`src/gtcs_pkg.sv`:
```
// Package with the shared types and constants of the callback slot table.
package gtcs_pkg;

    localparam int LFSR_W = 16;
    localparam logic [LFSR_W-1:0] SEED_RESET = 16'hACE1;
    localparam int MOD_STEPS = 2;

    typedef enum logic [1:0] {
        OP_ALLOC   = 2'd0,
        OP_FIRE    = 2'd1,
        OP_RELEASE = 2'd2,
        OP_CLOSE   = 2'd3
    } op_t;

    typedef enum logic [1:0] {
        S_IDLE,
        S_MOD,
        S_READ,
        S_DONE
    } state_t;

    typedef struct packed {
        op_t         opcode;
        logic [7:0]  handle_slot;
        logic [7:0]  handle_gen;
        logic [31:0] new_payload;
    } cmd_t;

    typedef struct packed {
        logic        status;
        logic [7:0]  out_slot;
        logic [7:0]  out_gen;
        logic        evicted;
        logic [31:0] out_payload;
    } res_t;

    typedef struct packed {
        logic rd;
        logic wr_alloc;
        logic clr_one;
        logic clr_all;
    } store_ctl_t;

endpackage

```
`src/gtcs_slot_store.sv`:
```
// Slot storage: valid flops, generation and payload memories, free-slot search.
module gtcs_slot_store #(
    parameter int SLOTS     = 8,
    parameter int PAYLOAD_W = 32,
    parameter int IW        = 3
) (
    input  logic                   clk,
    input  logic                   rst_n,
    input  gtcs_pkg::store_ctl_t   ctl,
    input  logic [IW-1:0]          idx,
    input  logic [7:0]             wr_gen,
    input  logic [PAYLOAD_W-1:0]   wr_pay,
    output logic [SLOTS-1:0]       valid_vec,
    output logic                   free_any,
    output logic [IW-1:0]          free_idx,
    output logic [7:0]             gen_q,
    output logic [PAYLOAD_W-1:0]   pay_q
);
    import gtcs_pkg::*;

    logic [7:0]           gen_mem [SLOTS];
    logic [PAYLOAD_W-1:0] pay_mem [SLOTS];
    logic [SLOTS-1:0]     valid_reg;
    logic [SLOTS-1:0]     written_reg;
    logic [7:0]           gen_rd_reg;
    logic                 seen_reg;
    logic [PAYLOAD_W-1:0] pay_rd_reg;

    always_ff @(posedge clk or negedge rst_n)
    begin
        if (!rst_n)
        begin
            valid_reg   <= '0;
            written_reg <= '0;
        end
        else if (ctl.clr_all)
        begin
            valid_reg <= '0;
        end
        else if (ctl.wr_alloc)
        begin
            valid_reg[idx]   <= 1'b1;
            written_reg[idx] <= 1'b1;
        end
        else if (ctl.clr_one)
        begin
            valid_reg[idx] <= 1'b0;
        end
    end

    always_ff @(posedge clk)
    begin
        if (ctl.wr_alloc)
        begin
            gen_mem[idx] <= wr_gen;
            pay_mem[idx] <= wr_pay;
        end
        if (ctl.rd)
        begin
            gen_rd_reg <= gen_mem[idx];
            pay_rd_reg <= pay_mem[idx];
            seen_reg   <= written_reg[idx];
        end
    end

    always_comb
    begin
        free_any = 1'b0;
        free_idx = '0;
        for (int i = SLOTS - 1; i >= 0; i--)
        begin
            if (!valid_reg[i])
            begin
                free_any = 1'b1;
                free_idx = IW'(i);
            end
        end
    end

    assign valid_vec = valid_reg;
    assign gen_q     = seen_reg ? gen_rd_reg : 8'd0;
    assign pay_q     = pay_rd_reg;

endmodule

```
`src/gtcs_victim.sv`:
```
// Eviction LFSR with a two-step reciprocal-multiply reduction modulo the slot count.
module gtcs_victim #(
    parameter int SLOTS = 8,
    parameter int IW    = 3
) (
    input  logic                         clk,
    input  logic                         rst_n,
    input  logic                         seed_we,
    input  logic [gtcs_pkg::LFSR_W-1:0]  seed_data,
    input  logic                         start,
    output logic                         busy,
    output logic [IW-1:0]                victim_idx
);
    import gtcs_pkg::*;

    localparam int CW = $clog2(MOD_STEPS + 1);
    localparam int RW = 25;
    localparam int PW = LFSR_W + RW;
    localparam logic [RW-1:0] RECIP = RW'((1 << 24) / SLOTS);
    localparam logic [8:0] SLOTS_C = 9'(SLOTS);

    logic [LFSR_W-1:0] lfsr_reg;
    logic [LFSR_W-1:0] lfsr_adv;
    logic [LFSR_W-1:0] sh_reg;
    logic [PW-1:0]     prod;
    logic [LFSR_W-1:0] quo_reg;
    logic [LFSR_W+8:0] back;
    logic [9:0]        rem_tmp;
    logic [IW-1:0]     rem_reg;
    logic [IW-1:0]     rem_next;
    logic [CW-1:0]     cnt_reg;

    assign lfsr_adv = {lfsr_reg[0] ^ lfsr_reg[2] ^ lfsr_reg[3] ^ lfsr_reg[5],
                       lfsr_reg[LFSR_W-1:1]};

    // The estimated quotient is at most one below the true one.
    assign prod = {{RW{1'b0}}, sh_reg} * {{LFSR_W{1'b0}}, RECIP};
    assign back = {9'd0, quo_reg} * {{LFSR_W{1'b0}}, SLOTS_C};

    always_comb
    begin
        rem_tmp = sh_reg[9:0] - back[9:0];
        if (rem_tmp >= {1'b0, SLOTS_C})
        begin
            rem_next = IW'(rem_tmp - {1'b0, SLOTS_C});
        end
        else
        begin
            rem_next = IW'(rem_tmp);
        end
    end

    always_ff @(posedge clk or negedge rst_n)
    begin
        if (!rst_n)
        begin
            lfsr_reg <= SEED_RESET;
            cnt_reg  <= '0;
        end
        else if (seed_we)
        begin
            lfsr_reg <= seed_data;
        end
        else if (start)
        begin
            lfsr_reg <= lfsr_adv;
            cnt_reg  <= CW'(MOD_STEPS);
        end
        else if (cnt_reg != '0)
        begin
            cnt_reg <= cnt_reg - 1'b1;
        end
    end

    always_ff @(posedge clk)
    begin
        if (start)
        begin
            sh_reg <= lfsr_adv;
        end
        if (cnt_reg == CW'(MOD_STEPS))
        begin
            quo_reg <= prod[LFSR_W+23:24];
        end
        if (cnt_reg == CW'(1))
        begin
            rem_reg <= rem_next;
        end
    end

    assign busy       = cnt_reg != '0;
    assign victim_idx = rem_reg;

endmodule

```
`src/generation_tagged_callback_slots.sv`:
```
// Top level of the generation-tagged callback slot table.
//
//   channel  | signals                    | direction
//   cmd      | cmd_valid, cmd_stall, cmd  | command word in
//   res      | res_valid, res_stall, res  | result word out
//   seed     | seed_we, seed_data         | LFSR seed write
//
// A word passes through accept, memory read and write-back; a close-all skips the read.
// An allocate that must evict first waits in the reduction state while the LFSR
// value is reduced modulo the slot count.
// The result register lets the next word be accepted while a result is held.
// Reset clears all valid bits and loads the LFSR with its reset seed.
// A stalled result holds the write-back stage until the result register frees.
module generation_tagged_callback_slots #(
    parameter int SLOTS     = 8,
    parameter int PAYLOAD_W = 32
) (
    input  logic                         clk,
    input  logic                         rst_n,
    input  logic                         cmd_valid,
    output logic                         cmd_stall,
    input  gtcs_pkg::cmd_t               cmd,
    output logic                         res_valid,
    input  logic                         res_stall,
    output gtcs_pkg::res_t               res,
    input  logic                         seed_we,
    input  logic [gtcs_pkg::LFSR_W-1:0]  seed_data
);
    import gtcs_pkg::*;

    localparam int IW = (SLOTS > 1) ? $clog2(SLOTS) : 1;
    localparam logic [8:0] SLOTS_9 = 9'(SLOTS);

    state_t               state_reg;
    state_t               state_next;
    op_t                  op_reg;
    logic [IW-1:0]        idx_reg;
    logic [IW-1:0]        idx_next;
    logic                 evict_reg;
    logic                 oor_reg;
    logic [7:0]           hgen_reg;
    logic [PAYLOAD_W-1:0] npay_reg;
    logic [PAYLOAD_W+31:0] npay_wide;
    logic [PAYLOAD_W+31:0] opay_wide;
    res_t                 res_reg;
    res_t                 res_next;
    logic                 res_valid_reg;

    logic                 accept;
    logic                 fin;
    logic                 vic_start;
    logic                 vic_busy;
    logic [IW-1:0]        victim_idx;
    store_ctl_t           ctl;
    logic [SLOTS-1:0]     valid_vec;
    logic                 free_any;
    logic [IW-1:0]        free_idx;
    logic [7:0]           gen_q;
    logic [PAYLOAD_W-1:0] pay_q;
    logic [7:0]           gen_inc;
    logic                 bad;

    gtcs_slot_store #(
        .SLOTS     (SLOTS),
        .PAYLOAD_W (PAYLOAD_W),
        .IW        (IW)
    ) u_store (
        .clk       (clk),
        .rst_n     (rst_n),
        .ctl       (ctl),
        .idx       (idx_reg),
        .wr_gen    (gen_inc),
        .wr_pay    (npay_reg),
        .valid_vec (valid_vec),
        .free_any  (free_any),
        .free_idx  (free_idx),
        .gen_q     (gen_q),
        .pay_q     (pay_q)
    );

    gtcs_victim #(
        .SLOTS (SLOTS),
        .IW    (IW)
    ) u_victim (
        .clk        (clk),
        .rst_n      (rst_n),
        .seed_we    (seed_we),
        .seed_data  (seed_data),
        .start      (vic_start),
        .busy       (vic_busy),
        .victim_idx (victim_idx)
    );

    assign accept  = (state_reg == S_IDLE) && cmd_valid;
    assign fin     = (state_reg == S_DONE) && (!res_valid_reg || !res_stall);
    assign gen_inc = gen_q + 8'd1;
    assign bad     = oor_reg || !valid_vec[idx_reg] || (gen_q != hgen_reg);

    always_comb
    begin
        state_next = state_reg;
        unique case (state_reg)
            S_IDLE:
            begin
                if (cmd_valid)
                begin
                    if (cmd.opcode == OP_CLOSE)
                    begin
                        state_next = S_DONE;
                    end
                    else if ((cmd.opcode == OP_ALLOC) && !free_any)
                    begin
                        state_next = S_MOD;
                    end
                    else
                    begin
                        state_next = S_READ;
                    end
                end
            end
            S_MOD:
            begin
                if (!vic_busy)
                begin
                    state_next = S_READ;
                end
            end
            S_READ:
            begin
                state_next = S_DONE;
            end
            S_DONE:
            begin
                if (fin)
                begin
                    state_next = S_IDLE;
                end
            end
            default:
            begin
                state_next = S_IDLE;
            end
        endcase
    end

    always_comb
    begin
        cmd_stall    = 1'b1;
        vic_start    = 1'b0;
        ctl          = '0;
        unique case (state_reg)
            S_IDLE:
            begin
                cmd_stall = 1'b0;
                vic_start = cmd_valid && (cmd.opcode == OP_ALLOC) && !free_any;
            end
            S_MOD:
            begin
            end
            S_READ:
            begin
                ctl.rd = 1'b1;
            end
            S_DONE:
            begin
                ctl.wr_alloc = fin && (op_reg == OP_ALLOC);
                ctl.clr_all  = fin && (op_reg == OP_CLOSE);
                ctl.clr_one  = fin && ((op_reg == OP_FIRE) || (op_reg == OP_RELEASE)) && !bad;
            end
            default:
            begin
            end
        endcase
    end

    always_comb
    begin
        idx_next = idx_reg;
        if (accept)
        begin
            if (cmd.opcode == OP_ALLOC)
            begin
                idx_next = free_idx;
            end
            else
            begin
                idx_next = IW'(cmd.handle_slot);
            end
        end
        else if ((state_reg == S_MOD) && !vic_busy)
        begin
            idx_next = victim_idx;
        end
    end

    assign opay_wide = {{32{1'b0}}, pay_q};
    assign npay_wide = {{PAYLOAD_W{1'b0}}, cmd.new_payload};

    always_comb
    begin
        res_next = '0;
        unique case (op_reg)
            OP_ALLOC:
            begin
                res_next.out_slot = 8'(idx_reg);
                res_next.out_gen  = gen_inc;
                res_next.evicted  = evict_reg;
                if (evict_reg)
                begin
                    res_next.out_payload = opay_wide[31:0];
                end
            end
            OP_FIRE, OP_RELEASE:
            begin
                res_next.status = bad;
                if ((op_reg == OP_FIRE) && !bad)
                begin
                    res_next.out_payload = opay_wide[31:0];
                end
            end
            OP_CLOSE:
            begin
            end
            default:
            begin
            end
        endcase
    end

    always_ff @(posedge clk or negedge rst_n)
    begin
        if (!rst_n)
        begin
            state_reg     <= S_IDLE;
            res_valid_reg <= 1'b0;
        end
        else
        begin
            state_reg <= state_next;
            if (fin)
            begin
                res_valid_reg <= 1'b1;
            end
            else if (res_valid_reg && !res_stall)
            begin
                res_valid_reg <= 1'b0;
            end
        end
    end

    always_ff @(posedge clk)
    begin
        idx_reg <= idx_next;
        if (accept)
        begin
            op_reg    <= cmd.opcode;
            evict_reg <= (cmd.opcode == OP_ALLOC) && !free_any;
            oor_reg   <= {1'b0, cmd.handle_slot} >= SLOTS_9;
            hgen_reg  <= cmd.handle_gen;
            npay_reg  <= npay_wide[PAYLOAD_W-1:0];
        end
        if (fin)
        begin
            res_reg <= res_next;
        end
    end

    assign res_valid = res_valid_reg;
    assign res       = res_reg;

`ifndef SYNTHESIS
    a_fin_gives_word: assert property (@(posedge clk) disable iff (!rst_n)
        fin |=> res_valid)
        else $error("finished command did not produce a result word");

    a_victim_only_in_mod: assert property (@(posedge clk) disable iff (!rst_n)
        vic_busy |-> (state_reg == S_MOD))
        else $error("victim unit busy outside the reduction state");

    a_alloc_sets_valid: assert property (@(posedge clk) disable iff (!rst_n)
        (fin && (op_reg == OP_ALLOC)) |=> valid_vec[$past(idx_reg)])
        else $error("allocated slot not marked valid");
`endif

endmodule
```
`config.mk`:
```
export PLATFORM = sky130hd
export DESIGN_NAME = generation_tagged_callback_slots
export DESIGN_NICKNAME = d
export VERILOG_FILES = /design/src/gtcs_pkg.sv /design/src/gtcs_slot_store.sv /design/src/gtcs_victim.sv /design/src/generation_tagged_callback_slots.sv
export SDC_FILE = /design/constraint.sdc
export NUM_CORES = 1
export LEC_CHECK = 0
export BUFFER_PORTS_ARGS = -buffer_cell sky130_fd_sc_hd__buf_2
export CORE_MARGIN = 5
export CORE_UTILIZATION = 45
export CTS_BUF_LIST = sky130_fd_sc_hd__clkbuf_8 sky130_fd_sc_hd__clkbuf_16
export CTS_CLUSTER_SIZE = 40
export DETAILED_ROUTE_END_ITERATION = 6
export PLACE_DENSITY = 0.62
export REMOVE_ABC_BUFFERS = 1
export SKIP_LAST_GASP = 1
export SLEW_MARGIN = 20
export SYNTH_ARGS = -nofsm -noshare
export SYNTH_HDL_FRONTEND = slang
export SYNTH_HIERARCHICAL = 1
export SYNTH_SLANG_ARGS = --single-unit
```
`constraint.sdc`:
```
create_clock -name clk -period 4.4 [get_ports clk]
set_input_delay 0.88 -clock clk [delete_from_list [all_inputs] [get_ports clk]]
set_output_delay 0.88 -clock clk [all_outputs]
set_load 0.1 [all_outputs]
```
==> Yosys cells after proc, flatten, opt, wreduce, memory -nomap -nowiden <==
Memory sizes are Yosys's and may differ from the RTL's. A register that Yosys moved wholly into a read port is not among the register bits.
Cells that the tools add are included.
{ "word_totals": {"ramBits": 320, "inputBits": 71, "register_bits": 155, "memories": 2} }
{ "classes": {"n_mux": 51, "n_reduce_logical": 36, "magnitude_cmp": 4, "bitwise": 9, "addsub": 4, "n_eq_ne": 13} }
{ "memory_table": {"columns": ["name", "depth", "word_bits", "rd", "rd_clocked_by_memory_dff", "write_ports", "line_no", "text"], "rows": [
  ["u_store.pay_mem", 8, 32, 1, 1, 1, "gtcs_slot_store.sv:22", "logic [PAYLOAD_W-1:0] pay_mem [SLOTS];"],
  ["u_store.gen_mem", 8, 8, 1, 1, 1, "gtcs_slot_store.sv:21", "logic [7:0] gen_mem [SLOTS];"]
]} }
{ "op_table": {"columns": ["op", "n"], "rows": [
  ["$mux W32", 2],
  ["$pmux W32 S2", 1],
  ["$mux W3", 13],
  ["$mux W16", 2],
  ["$mux W8", 4],
  ["$mux W1", 18],
  ["$or A8 B8 Y8", 2],
  ["$mux W2", 7],
  ["$logic_and A1 B1 Y1", 13],
  ["$eq A2 B2 Y1 const B", 6],
  ["$ge A10 B4 Y1 const B", 1],
  ["$reduce_bool A2 Y1", 5],
  ["$sub A10 B10 Y10", 1],
  ["$add A8 B1 Y8 const B", 1],
  ["$and A8 B8 Y8", 1],
  ["$ge A8 B4 Y1 const B", 1],
  ["$ne A8 B8 Y1", 1],
  ["$not A8 Y8", 1],
  ["$pmux W2 S4", 1],
  ["$bmux W1 S3", 2],
  ["$eq A2 B1 Y1 const B", 3],
  ["$logic_not A1 Y1", 6],
  ["$logic_not A2 Y1", 3],
  ["$ne A2 B2 Y1 const B", 3],
  ["12 further kinds", 19]
]} }

==> Logic depth before layout (Yosys ltp) <==
Gate-level depths: netlist of the first run.
{ "logic_depth": {"word_depth": 14, "ltp_mapped": 9} }

==> By module <==
Netlist of the first run, hierarchy kept.
{ "by_module_without_submodules": {"columns": ["mod", "seq_area_each_um2", "n_inst", "area_each_um2", "cells_each"], "rows": [
  ["gtcs_slot_store", 11240.8, 1, 14208.6, 747],
  ["generation_tagged_callback_slots", 2837.7, 1, 3888.7, 245],
  ["gtcs_victim", 640.6, 1, 1092.3, 93]
]} }

==> Worst setup path before layout of the first run <==
Ideal clock, no wire load.
{ "synth_path": {"kind": "flip-flop to flip-flop", "start": "register res_valid_reg, in the netlist res_valid", "end": "memory u_store.gen_mem[4][0] (enable)", "required_time_ns": 3.968, "stages_incl_launch_ff": 5, "slack_ns": 1.057, "period_less_slack_ns": 3.343, "arrival_ns": 2.911, "cell_sequence": "dfrtp_1 > nand2_1 > and3_1 > nand2_1 > nor3_2"} }
{ "synth_rtl": {"columns": ["element", "line_no", "text"], "rows": [
  ["start, declared", "generation_tagged_callback_slots.sv:47", "logic res_valid_reg;"],
  ["start signal, assigned", "generation_tagged_callback_slots.sv:235", "res_valid_reg <= 1'b0;"],
  ["start signal, assigned", "generation_tagged_callback_slots.sv:242", "res_valid_reg <= 1'b1;"],
  ["start signal, assigned", "generation_tagged_callback_slots.sv:246", "res_valid_reg <= 1'b0;"],
  ["end, declared", "gtcs_slot_store.sv:21", null]
]} }

==> Implementation_results.wiki, run 1 <==
{| class="wikitable"
! Metric !! Value
|-
| Die outline area || 0.0469 mm^2
|-
| Dominant register cell in the synthesized netlist || edfxtp_1
|-
| Layout Skew || 8.98 ps
|-
| Number of buffers on the longest clock path || 3
|-
| Distinct cell type count after synthesis || 62
|-
| Share of synthesized registers carrying an async set or reset || ~7.5%
|-
| Final number of setup-violating endpoints || 0
|-
| Power density over the cells || about 630 mW/mm^2
|-
| Post-Route Setup TNS || 0 ps
|-
| EDFF count, synth || 459
|-
| Initial antenna violation count || 0
|-
| Average routed wire per standard cell || approximately 23 um
|-
| Metal-1 WL || between 15 and 20 mm
|-
| Final Worst Setup Slack || 1380 ps
|-
| Via total after detailed routing || 10.0k
|-
| Starting density of the core || between 40% and 50%
|-
| Max Cap Viol || 0
|-
| Sequential fraction of the synthesis area || approximately 77%
|-
| Number of detailed-routing iterations run before antenna repair || 4
|-
| Fraction of the mapped netlist area in adder cells || 0.782%
|-
| Cells taking the most area after synthesis || edfxtp_1, dfrtp_1, mux2i_1, mux4_2, a221oi_1
|-
| Crit path launch type || flop
|-
| Final layout net count || 1311
|-
| Routed wl met2 || roughly 21 mm
|-
| Library cell with the largest summed area after synthesis || edfxtp_1
|-
| Max Transition Viols Final || 0
|-
| Clock sink count || 496
|-
| Min Clock Period, post-route || between 3000 and 4000 ps
|-
| Crit. End Element || flop
|-
| Xor and xnor fraction of the mapped netlist area || 0.776%
|-
| Routed wl met3 || 1.97 mm
|-
| Total power draw || 13.8 mW
|-
| Critical path peak fanout || 22
|-
| Relative slew margins || 35.4%
|-
| Top routing layer in use || met4
|-
| Maximum level of the CTS H-tree || 2
|-
| Mean post-synth cell area || about 18 um^2
|-
| Post-route ant nets || 0
|-
| CP Class || flop to flop
|-
| Maximum clock rate || 331 MHz
|-
| Number of hold buffers added after cts || 0
|-
| Area of the core region || 0.0420 mm^2
|-
| FP Rows || 75
|-
| Cell leakage power || between 7 and 8 nW
|-
| Post-CTS setup buffer count || 0
|-
| Actual slew at the worst max-slew pin || 966 ps
|-
| Simple-gate share of the synthesized area || 3.82%
|-
| Via count of the first global-routing pass || 10.3k
|-
| Area of placed instances || 0.0203 mm^2
|-
| RSZ-0062 raised after global routing || no
|-
| Final period utilization || 68.6%
|-
| Worst IR drop on VDD || between 0.3 and 0.4 mV
|-
| Max reg flops || roughly 260
|-
| Final wirelength || 41.4 mm
|-
| Mux contribution to synthesized area || around 7.2%
|-
| Clock transition at the register clock pins on the worst setup and hold paths after CTS || 60 ps
|-
| Synthesis-to-finish area growth || 14.4%
|-
| Signal arrival time at the worst endpoint || 3270 ps
|-
| Post-detail-place hpwl || between 20 and 25 mm
|-
| Largest family of logic cells by synthesized area || compound AO/OA/AOI/OAI gates
|-
| Pin count of the biggest net entering global routing || 89
|-
| Worst slack at placement || 1180 ps
|-
| Worst reg-to-reg path cell count || 7
|-
| Post-synthesis instance area || approximately 0.019 mm^2
|-
| Count leader, synth || edfxtp_1
|-
| 1st-iter DRT viols || 715
|-
| Root buffer cell || clkbuf_16
|-
| Run status || complete, no violations
|-
| Global routing usage summed across all routing layers || 17.4%
|-
| Port buffer count || 117
|-
| Die Span X || between 200 and 250 um
|-
| Remaining DRCs || 0
|-
| I/O pin total || 123
|-
| GP Congestion || 0.761
|-
| Global-route wire length before repair || 62.5 mm
|-
| Fraction of the mapped netlist area in compound gates || 8.14%
|-
| Top cells by instance count after synthesis || edfxtp_1, nand2_1, mux2i_1
|-
| Die extent in y || 217 um
|-
| Kind of path behind the tightest hold check || primary input to asynchronous set/reset pin
|-
| Clock insertion delay at the later pin of the skew report || 590 ps
|-
| Hold Fails Final Rpt || 0
|-
| Final design area excluding fillers || 0.0220 mm^2
|-
| Terminus of the critical flop-to-flop path || u_store/gen_mem[1][1]
|-
| Endpoint required time on the critical path || 4650 ps
|-
| Proportion of netlist area held by the largest area contributor || around 72%
|-
| FF-to-FF Start || op_reg[0]
|-
| Layout cells sized above 1 || a little over a fifth
|-
| Cells after synthesis || between 1k and 1.5k
|-
| FF+latch count, synth || 496
|-
| Global route total overflow || 0
|-
| Reg2Reg Setup Slack || around 1400 ps
|-
| Antenna diode count || 0
|-
| Filler cell count in the final layout || 3379
|-
| Inserted Clock Buffers || 51
|-
| Cts repair resizes || 0
|-
| Warnings from Yosys || 6
|-
| Clock tree from TritonCTS || built
|-
| Vias per cell || 5.54
|}
-- power breakdown --
group | internal [mW] | leakage (nW) | switching, mW | total (mW)
Combinational | 0.869 | 2.21 | 2.37 | 3.24
Sequential | 6.09 | 4.65 | 0.332 | 6.42
Clock | 2.37 | 0.854 | 1.73 | 4.10
-- worst max-delay path: stages, from the launching register on --
cell and delay [ps]:
edfxtp_1 430, inv_1 90, ha_1 380, and3_1 370
nor2b_1 310, nand2_1 120, clkinv_1 500, buf_4 470
-- metrics by stage --
step                util, %  cells  hold WS, ps
global placement       48.4   1714          410
global route           52.2   1807          429
detailed placement     48.4   1714          413
floorplan                 -   1030          400
CTS                    52.2   1807          417
finish                 52.2   1807          414
-- cell families (layout without fill, tap and decap cells) --
group / after synthesis / in the layout
DFF: 496 / 496
muxes: 107 / 107
other: 1 / 5
buffers and inverters: 83 / 262
AOI/OAI and AO/OA: 221 / 221
and+or+nand+nor: 148 / 148
adders and majority gates: 12 / 12
xor gates and xnor gates: 17 / 17
-- area by class of cell --
class                      count  area [um^2]  share of cell area (%)
inverter                      24         92.6                   0.422
timing repair buffer         145          858                    3.91
sequential                   496        14700                    67.0
tap                          539          674                    3.07
clock buffer                  59         1400                    6.36
clock inverter                34          214                   0.974
multi-input combinational    510         4010                    18.2
-- placed cells by master (no fill, tap or decap), drive strengths merged, types with 3 or more instances in the layout --
master | netlist | final
buf | 48 | 145
a21o | 8 | 8
and3 | 5 | 5
clkinv | 0 | 17
dfstp | 8 | 8
inv | 24 | 38
o21ai | 46 | 46
nand3b | 3 | 3
o211ai | 3 | 3
a22o | 11 | 11
a22oi | 25 | 25
edfxtp | 459 | 459
nand2b | 4 | 4
xor2 | 10 | 10
nor3 | 4 | 4
nand3 | 12 | 12
a21boi | 34 | 34
ha | 12 | 12
conb | 1 | 5
dfrtp | 29 | 29
mux2i | 56 | 56
nor2b | 7 | 7
a221oi | 34 | 34
mux4 | 22 | 22
a21oi | 19 | 19
o22a | 6 | 6
clkbuf | 11 | 59
and2 | 23 | 23
mux2 | 29 | 29
xnor2 | 7 | 7
nand2 | 66 | 66
o22ai | 22 | 22
nor2 | 17 | 17
-- worst max-delay path by stage --
stage | to | slack, ps | start | cells past startpoint
2_1_floorplan | u_store/gen_mem[4][0] | 40 | idx_reg[2] | 2
3_3_place_gp | u_store/pay_mem[1][26] | 1190 | res_stall | 7
3_5_place_dp | u_store/pay_mem[1][22] | 1180 | res_stall | 7
4_1_cts | u_store/gen_mem[1][1] | 1370 | op_reg[0] | 7
5_1_grt | u_store/gen_mem[1][0] | 1180 | op_reg[1] | 7
6_report | u_store/gen_mem[1][1] | 1380 | op_reg[0] | 7
-- per-layer routing --
metal / vias to the layer above / track usage, %
met4: 0 / 4.69
li1: 4555 / -
met5: - / 0
met3: 60 / 3.39
met1: 5120 / 23.2
met2: 269 / 29.7
Power figures use the tool's default switching activity.
==> run 2: changes to the inputs <==
==> constraint.sdc (replaced) <==
create_clock -name clk -period 3.15 [get_ports clk]
set_input_delay 0.63 -clock clk [delete_from_list [all_inputs] [get_ports clk]]
set_output_delay 0.63 -clock clk [all_outputs]
set_load 0.1 [all_outputs]
==> Implementation_results.wiki, run 2 (synthesized netlist as in run 1, its figures left out) <==
{| class="wikitable"
! Metric !! Value
|-
| Run status || complete, no violations
|-
| Number of buffers on the longest clock path || 3 (unchanged)
|-
| Max Transition Viols Final || 0 (unchanged)
|-
| Total power draw || 19.0 mW (+38%)
|-
| Max Cap Viol || 0 (unchanged)
|-
| Hold Fails Final Rpt || 0 (unchanged)
|-
| Die Span X || 217 um (unchanged)
|-
| RSZ-0062 raised after global routing || no
|-
| Final core utilization || 52.3% (+0.080 points)
|-
| Most frequent standard cell in the layout excluding fill and tap cells || edfxtp_1
|-
| Layout Skew || 13.3 ps (+4.37 ps)
|-
| Synthesis-to-finish area growth || 14.6%
|-
| Root buffer cell || clkbuf_16
|-
| Kind of path behind the tightest hold check || primary input to asynchronous set/reset pin
|-
| 1st-iter DRT viols || 800 (+12%)
|-
| Die extent in y || 217 um (unchanged)
|-
| Via total after detailed routing || 10.1k (+0.58%)
|-
| Area of the core region || 0.0420 mm^2 (unchanged)
|-
| CP Class || flop to flop
|-
| Global routing usage summed across all routing layers || 17.5% (+0.030 points)
|-
| Slowest stage cell on the critical path || edfxtp_1
|-
| Layout cells sized above 1 || 21.5% (+0.26 points)
|-
| I/O pin total || 123 (unchanged)
|-
| Die outline area || 0.0469 mm^2 (unchanged)
|-
| GP Congestion || 0.804 (+5.7%)
|-
| Cells traversed along the worst timing path || inv_1 -> ha_1 -> and3_1 -> nor2b_1 -> nand2_1 -> inv_1 -> buf_4
|-
| Critical path peak fanout || 13 (-41%)
|-
| Max reg flops || 256 (unchanged)
|-
| Final design area excluding fillers || 0.0220 mm^2 (+0.15%)
|-
| Post-detail-place hpwl || 24.2 mm (+0.60%)
|-
| Filler-free cell count of the finished design || 1815 (+0.44%)
|-
| Worst IR drop on VDD || 0.532 mV (+56%)
|-
| Cts repair resizes || 0 (unchanged)
|-
| Cell leakage power || 7.72 nW (+0.16%)
|-
| Vias per cell || 5.54 (+0.14%)
|-
| Final layout net count || 1323 (+0.92%)
|-
| Min Clock Period, post-route || 2630 ps (-389 ps)
|-
| Initial antenna violation count || 0 (unchanged)
|-
| Inserted Clock Buffers || 51 (unchanged)
|-
| Clock insertion delay at the later pin of the skew report || 580 ps (about the same)
|-
| Crit. End Element || flop
|-
| Post-Route Setup TNS || 0 ps (unchanged)
|-
| Via count of the first global-routing pass || 10.2k (-0.50%)
|-
| Crit path launch type || flop
|-
| Global-route wire length before repair || 62.5 mm (about the same)
|-
| Reg2Reg Setup Slack || 520 ps (-860 ps)
|-
| Clock sink count || 496 (unchanged)
|-
| Antenna diode count || 0 (unchanged)
|-
| Relative slew margins || 40.9% (+5.6 points)
|-
| Area of placed instances || 0.0205 mm^2 (+0.80%)
|-
| Average routed wire per standard cell || 22.7 um (-0.84%)
|-
| Remaining DRCs || 0 (unchanged)
|-
| Post-CTS setup buffer count || 0 (unchanged)
|-
| Port buffer count || 117 (unchanged)
|-
| Clock tree from TritonCTS || built
|-
| Post-route ant nets || 0 (unchanged)
|-
| Number of hold buffers added after cts || 0 (unchanged)
|-
| Filler cell count in the final layout || 3417 (+1.1%)
|-
| Starting density of the core || 45.6% (unchanged)
|-
| Number of detailed-routing iterations run before antenna repair || 5 (+1)
|-
| Library cell appearing most often on the critical path || inv_1
|-
| Global route total overflow || 0 (unchanged)
|-
| Maximum level of the CTS H-tree || 2 (unchanged)
|-
| Actual slew at the worst max-slew pin || 886 ps (-79.7 ps)
|-
| Pin count of the biggest net entering global routing || 52 (-42%)
|-
| Final number of setup-violating endpoints || 0 (unchanged)
|-
| Endpoint required time on the critical path || 3420 ps (-1230 ps)
|-
| Cell count after placement || 1726 (+0.70%)
|-
| Final wirelength || 41.2 mm (-0.40%)
|-
| Final period utilization || 83.5% (+15 points)
|-
| Clock transition at the register clock pins on the worst setup and hold paths after CTS || 60 ps (about the same)
|-
| Power density over the cells || 862 mW/mm^2 (+38%)
|-
| Peak per-stage delay on the critical path || 440 ps (-60 ps)
|-
| Leading cell types in the layout, fill and taps excluded || edfxtp_1, buf_2, nand2_1
|-
| Signal arrival time at the worst endpoint || 2900 ps (-370 ps)
|-
| FP Rows || 75 (unchanged)
|-
| Maximum clock rate || 380 MHz (+15%)
|}
-- run 2: routing by layer --
layer  GRT usage [%]  vias to the layer above  share of wire, %
met5               0                        -                 0
li1                -                     4582                 -
met4            5.11                        0               2.1
met2            30.1                      277                51
met3            2.61                       62               4.7
met1            23.2                     5141                43
-- run 2: area by class of cell --
cell class,count,area (um^2),area share [%]
clock buffers,51,1280,5.80
clock inverters,38,206,0.939
inverters,24,90.1,0.410
multi-input cells,510,4010,18.2
flip-flops and latches,496,14700,66.9
well taps,539,674,3.07
repair buffers,157,1020,4.65
-- run 2: path summary, 6_finish.rpt --
path                               startpoint                      to  depth (start not counted)
setup reg to reg                    op_reg[0]   u_store/gen_mem[0][7]                          7
min in group clk                      cmd[30]            npay_reg[30]                          1
hold / removal                          rst_n            state_reg[0]                          1
hold reg to reg            u_victim/sh_reg[2]  u_victim/victim_idx[2]                          0
max in group asynchronous               rst_n  u_store/written_reg[7]                          1
setup / recovery                    op_reg[0]   u_store/gen_mem[0][7]                          7
-- run 2: report_power, final --
| part | switching (mW) | total, mW | internal [mW] |
|---|---|---|---|
| clock | 2.37 | 5.37 | 3.01 |
| combinational | 3.33 | 4.63 | 1.30 |
| sequential | 0.457 | 8.95 | 8.49 |
-- run 2: stage by stage --
stage          setup WS [ps]  hold WS, ps
2_1_floorplan          -1210          334
5_1_grt                  287          191
3_5_place_dp             523          407
4_1_cts                  491          163
6_report                 520          178
3_3_place_gp             602          407
-- run 2: worst max-delay path: cells and delay by family (launching register included) --
kind          cells  cell delay, ps
simple gates      3             790
flops             1             440
buf+inv           3             720
fa+ha+maj         1             370
==> run 3: changes to the inputs <==
--- a/config.mk
+++ b/config.mk
@@ -11,7 +11,7 @@
 export CTS_BUF_LIST = sky130_fd_sc_hd__clkbuf_8 sky130_fd_sc_hd__clkbuf_16
 export CTS_CLUSTER_SIZE = 40
 export DETAILED_ROUTE_END_ITERATION = 6
-export PLACE_DENSITY = 0.62
+export PLACE_DENSITY = 0.64
 export REMOVE_ABC_BUFFERS = 1
 export SKIP_LAST_GASP = 1
 export SLEW_MARGIN = 20
==> constraint.sdc (replaced) <==
create_clock -name clk -period 2.28 [get_ports clk]
set_input_delay 0.456 -clock clk [delete_from_list [all_inputs] [get_ports clk]]
set_output_delay 0.456 -clock clk [all_outputs]
set_load 0.1 [all_outputs]
==> Implementation_results.wiki, run 3 (synthesized netlist as in run 1, its figures left out) <==
{| class="wikitable"
! Metric !! Value
|-
| Run status || complete, but fails checks
|-
| Violations in the final reports || setup timing
|-
| Clock sink count || 496 (unchanged)
|-
| I/O pin total || 123 (unchanged)
|-
| Number of buffers on the longest clock path || 3 (unchanged)
|-
| Filler cell count in the final layout || 3304 (-3.3%)
|-
| Root buffer cell || clkbuf_16
|-
| RSZ-0062 raised after global routing || yes
|-
| Cell leakage power || 8.03 nW (+4.0%)
|-
| Global routing usage summed across all routing layers || 18.0% (+0.53 points)
|-
| Via total after detailed routing || 10.2k (+1.4%)
|-
| Power density over the cells || 1190 mW/mm^2 (+38%)
|-
| Global-route wire length before repair || 64.3 mm (+2.9%)
|-
| Max Cap Viol || 0 (unchanged)
|-
| Die outline area || 0.0469 mm^2 (unchanged)
|-
| Layout Skew || 17.7 ps (+4.37 ps)
|-
| Antenna diode count || 0 (unchanged)
|-
| Worst IR drop on VDD || 0.673 mV (+27%)
|-
| Final number of setup-violating endpoints || 8 (+8)
|-
| Port buffer count || 117 (unchanged)
|-
| Die Span X || 217 um (unchanged)
|-
| Max reg flops || 256 (unchanged)
|-
| Final wirelength || 42.6 mm (+3.4%)
|-
| Final Worst Setup Slack || -16.4 ps (-536 ps)
|-
| Worst reg-to-reg path cell count || 7 (unchanged)
|-
| Average routed wire per standard cell || 23.0 um (+1.1%)
|-
| Crit path launch type || flop
|-
| Area of the core region || 0.0420 mm^2 (unchanged)
|-
| Remaining DRCs || 0 (unchanged)
|-
| Leading cell types in the layout, fill and taps excluded || edfxtp_1, buf_2, nand2_1
|-
| Final layout net count || 1362 (+2.9%)
|-
| Starting density of the core || 45.6% (unchanged)
|-
| Max Transition Viols Final || 0 (unchanged)
|-
| Post-detail-place hpwl || 25.6 mm (+6.0%)
|-
| Terminus of the critical flop-to-flop path || res[1]
|-
| Pin count of the biggest net entering global routing || 43 (-17%)
|-
| 1st-iter DRT viols || 763 (-4.6%)
|-
| Final design area excluding fillers || 0.0226 mm^2 (+2.8%)
|-
| Post-Route Setup TNS || -63.1 ps (-63.1 ps)
|-
| Signal arrival time at the worst endpoint || 2720 ps (-180 ps)
|-
| Clock tree from TritonCTS || built
|-
| Maximum clock rate || 435 MHz (+15%)
|-
| Number of instances on the worst hold path || 1
|-
| Actual slew at the worst max-slew pin || 866 ps (-20.4 ps)
|-
| Endpoint required time on the critical path || 2710 ps (-710 ps)
|-
| Maximum level of the CTS H-tree || 2 (unchanged)
|-
| Layout cells sized above 1 || 25.6% (+4.1 points)
|-
| Critical path peak fanout || 22 (+9)
|-
| Number of detailed-routing iterations run before antenna repair || 5 (unchanged)
|-
| Crit. End Element || flop
|-
| FF-to-FF Start || u_store/seen_reg
|-
| Vias per cell || 5.50 (-0.75%)
|-
| Clock insertion delay at the later pin of the skew report || 580 ps (about the same)
|-
| Initial antenna violation count || 0 (unchanged)
|-
| Area of placed instances || 0.0209 mm^2 (+2.1%)
|-
| Die extent in y || 217 um (unchanged)
|-
| Clock transition at the register clock pins on the worst setup and hold paths after CTS || 60 ps (about the same)
|-
| Startpoint of the lowest-slack hold path || cmd[24]
|-
| Inserted Clock Buffers || 50 (-2.0%)
|-
| Via count of the first global-routing pass || 10.5k (+2.6%)
|-
| Min Clock Period, post-route || 2300 ps (-334 ps)
|-
| Most frequent standard cell in the layout excluding fill and tap cells || edfxtp_1
|-
| Final core utilization || 53.8% (+1.5 points)
|-
| GP Congestion || 0.795 (-1.0%)
|-
| CP Class || flop to flop
|-
| Worst Hold Endpoint || npay_reg[24]
|-
| Relative slew margins || 41.9% (+0.95 points)
|-
| Hold Fails Final Rpt || 0 (unchanged)
|-
| Reg2Reg Setup Slack || -20 ps (-540 ps)
|-
| Kind of path behind the tightest hold check || primary input to flop
|-
| Global route total overflow || 0 (unchanged)
|-
| Synthesis-to-finish area growth || 17.8%
|-
| FP Rows || 75 (unchanged)
|-
| Post-route ant nets || 0 (unchanged)
|-
| Final period utilization || 101% (+17 points)
|}
[run 3: report_power, final]
part           leakage [nW]  switching (mW)  internal (mW)
clock network         0.794            3.31           4.32
logic                  2.59            4.74           2.11
registers              4.65           0.624           11.7
[run 3: area by class of cell]
| class | count | area (um^2) | share of cell area (%) |
|---|---|---|---|
| inverter | 24 | 90.1 | 0.398 |
| clock buffer | 50 | 1250 | 5.53 |
| sequential | 496 | 14700 | 65.1 |
| clock inverter | 39 | 270 | 1.20 |
| timing repair buffer | 197 | 1490 | 6.58 |
| tap | 539 | 674 | 2.98 |
| multi-input combinational | 510 | 4120 | 18.2 |
[run 3: critical path: stages, from the launching register on]
cell and delay (ps):
edfxtp_1 460, and2_4 180, xor2_1 150, nor4_2 260, nand4_1 160, or4b_4 560, buf_12 180, a21boi_1 170
[run 3: layer usage]
| metal | track usage [%] | up-vias | wire, um | share of wire (%) |
|---|---|---|---|---|
| met3 | 3.03 | 65 | 2190 | 5.1 |
| li1 | - | 4670 | - | - |
| met1 | 24.7 | 5205 | 18500 | 43 |
| met5 | 0 | - | 0 | 0 |
| met2 | 29.9 | 267 | 21000 | 49 |
| met4 | 5.41 | 0 | 950 | 2.2 |
[run 3: repair_timing]
item                       in CTS  in global routing
setup buffers                   0                  2
setup endpoints to repair      32                 66
pin swaps                       2                  8
resized for setup               5                 32
hold endpoints to repair       11                  0
hold buffers                    1                  0
[run 3: stage by stage]
stage | instances | hold slack [ps] | setup WS, ps | total power [mW]
after floorplan | 1030 | 160 | -2080 | 16.9
after global placement | 1763 | 404 | -41.4 | 19.2
after detailed placement | 1763 | 409 | -74.6 | 19.3
after CTS | 1853 | 12.3 | -17.2 | 27.0
after global routing | 1855 | 26.2 | -150 | 28.0
final | 1855 | 46.5 | -16.4 | 26.8
[run 3: worst max-delay path by stage]
stage / cells after the start / end / start / slack [ps]
3_3_place_gp: 7 / res[2] / u_store/seen_reg / -40
6_report: 7 / res[1] / u_store/seen_reg / -20
5_1_grt: 10 / u_store/valid_vec[0] / u_store/seen_reg / -150
2_1_floorplan: 2 / u_store/gen_mem[4][0] / idx_reg[2] / -2080
4_1_cts: 7 / res[14] / u_store/seen_reg / -20
3_5_place_dp: 7 / res[12] / u_store/seen_reg / -70
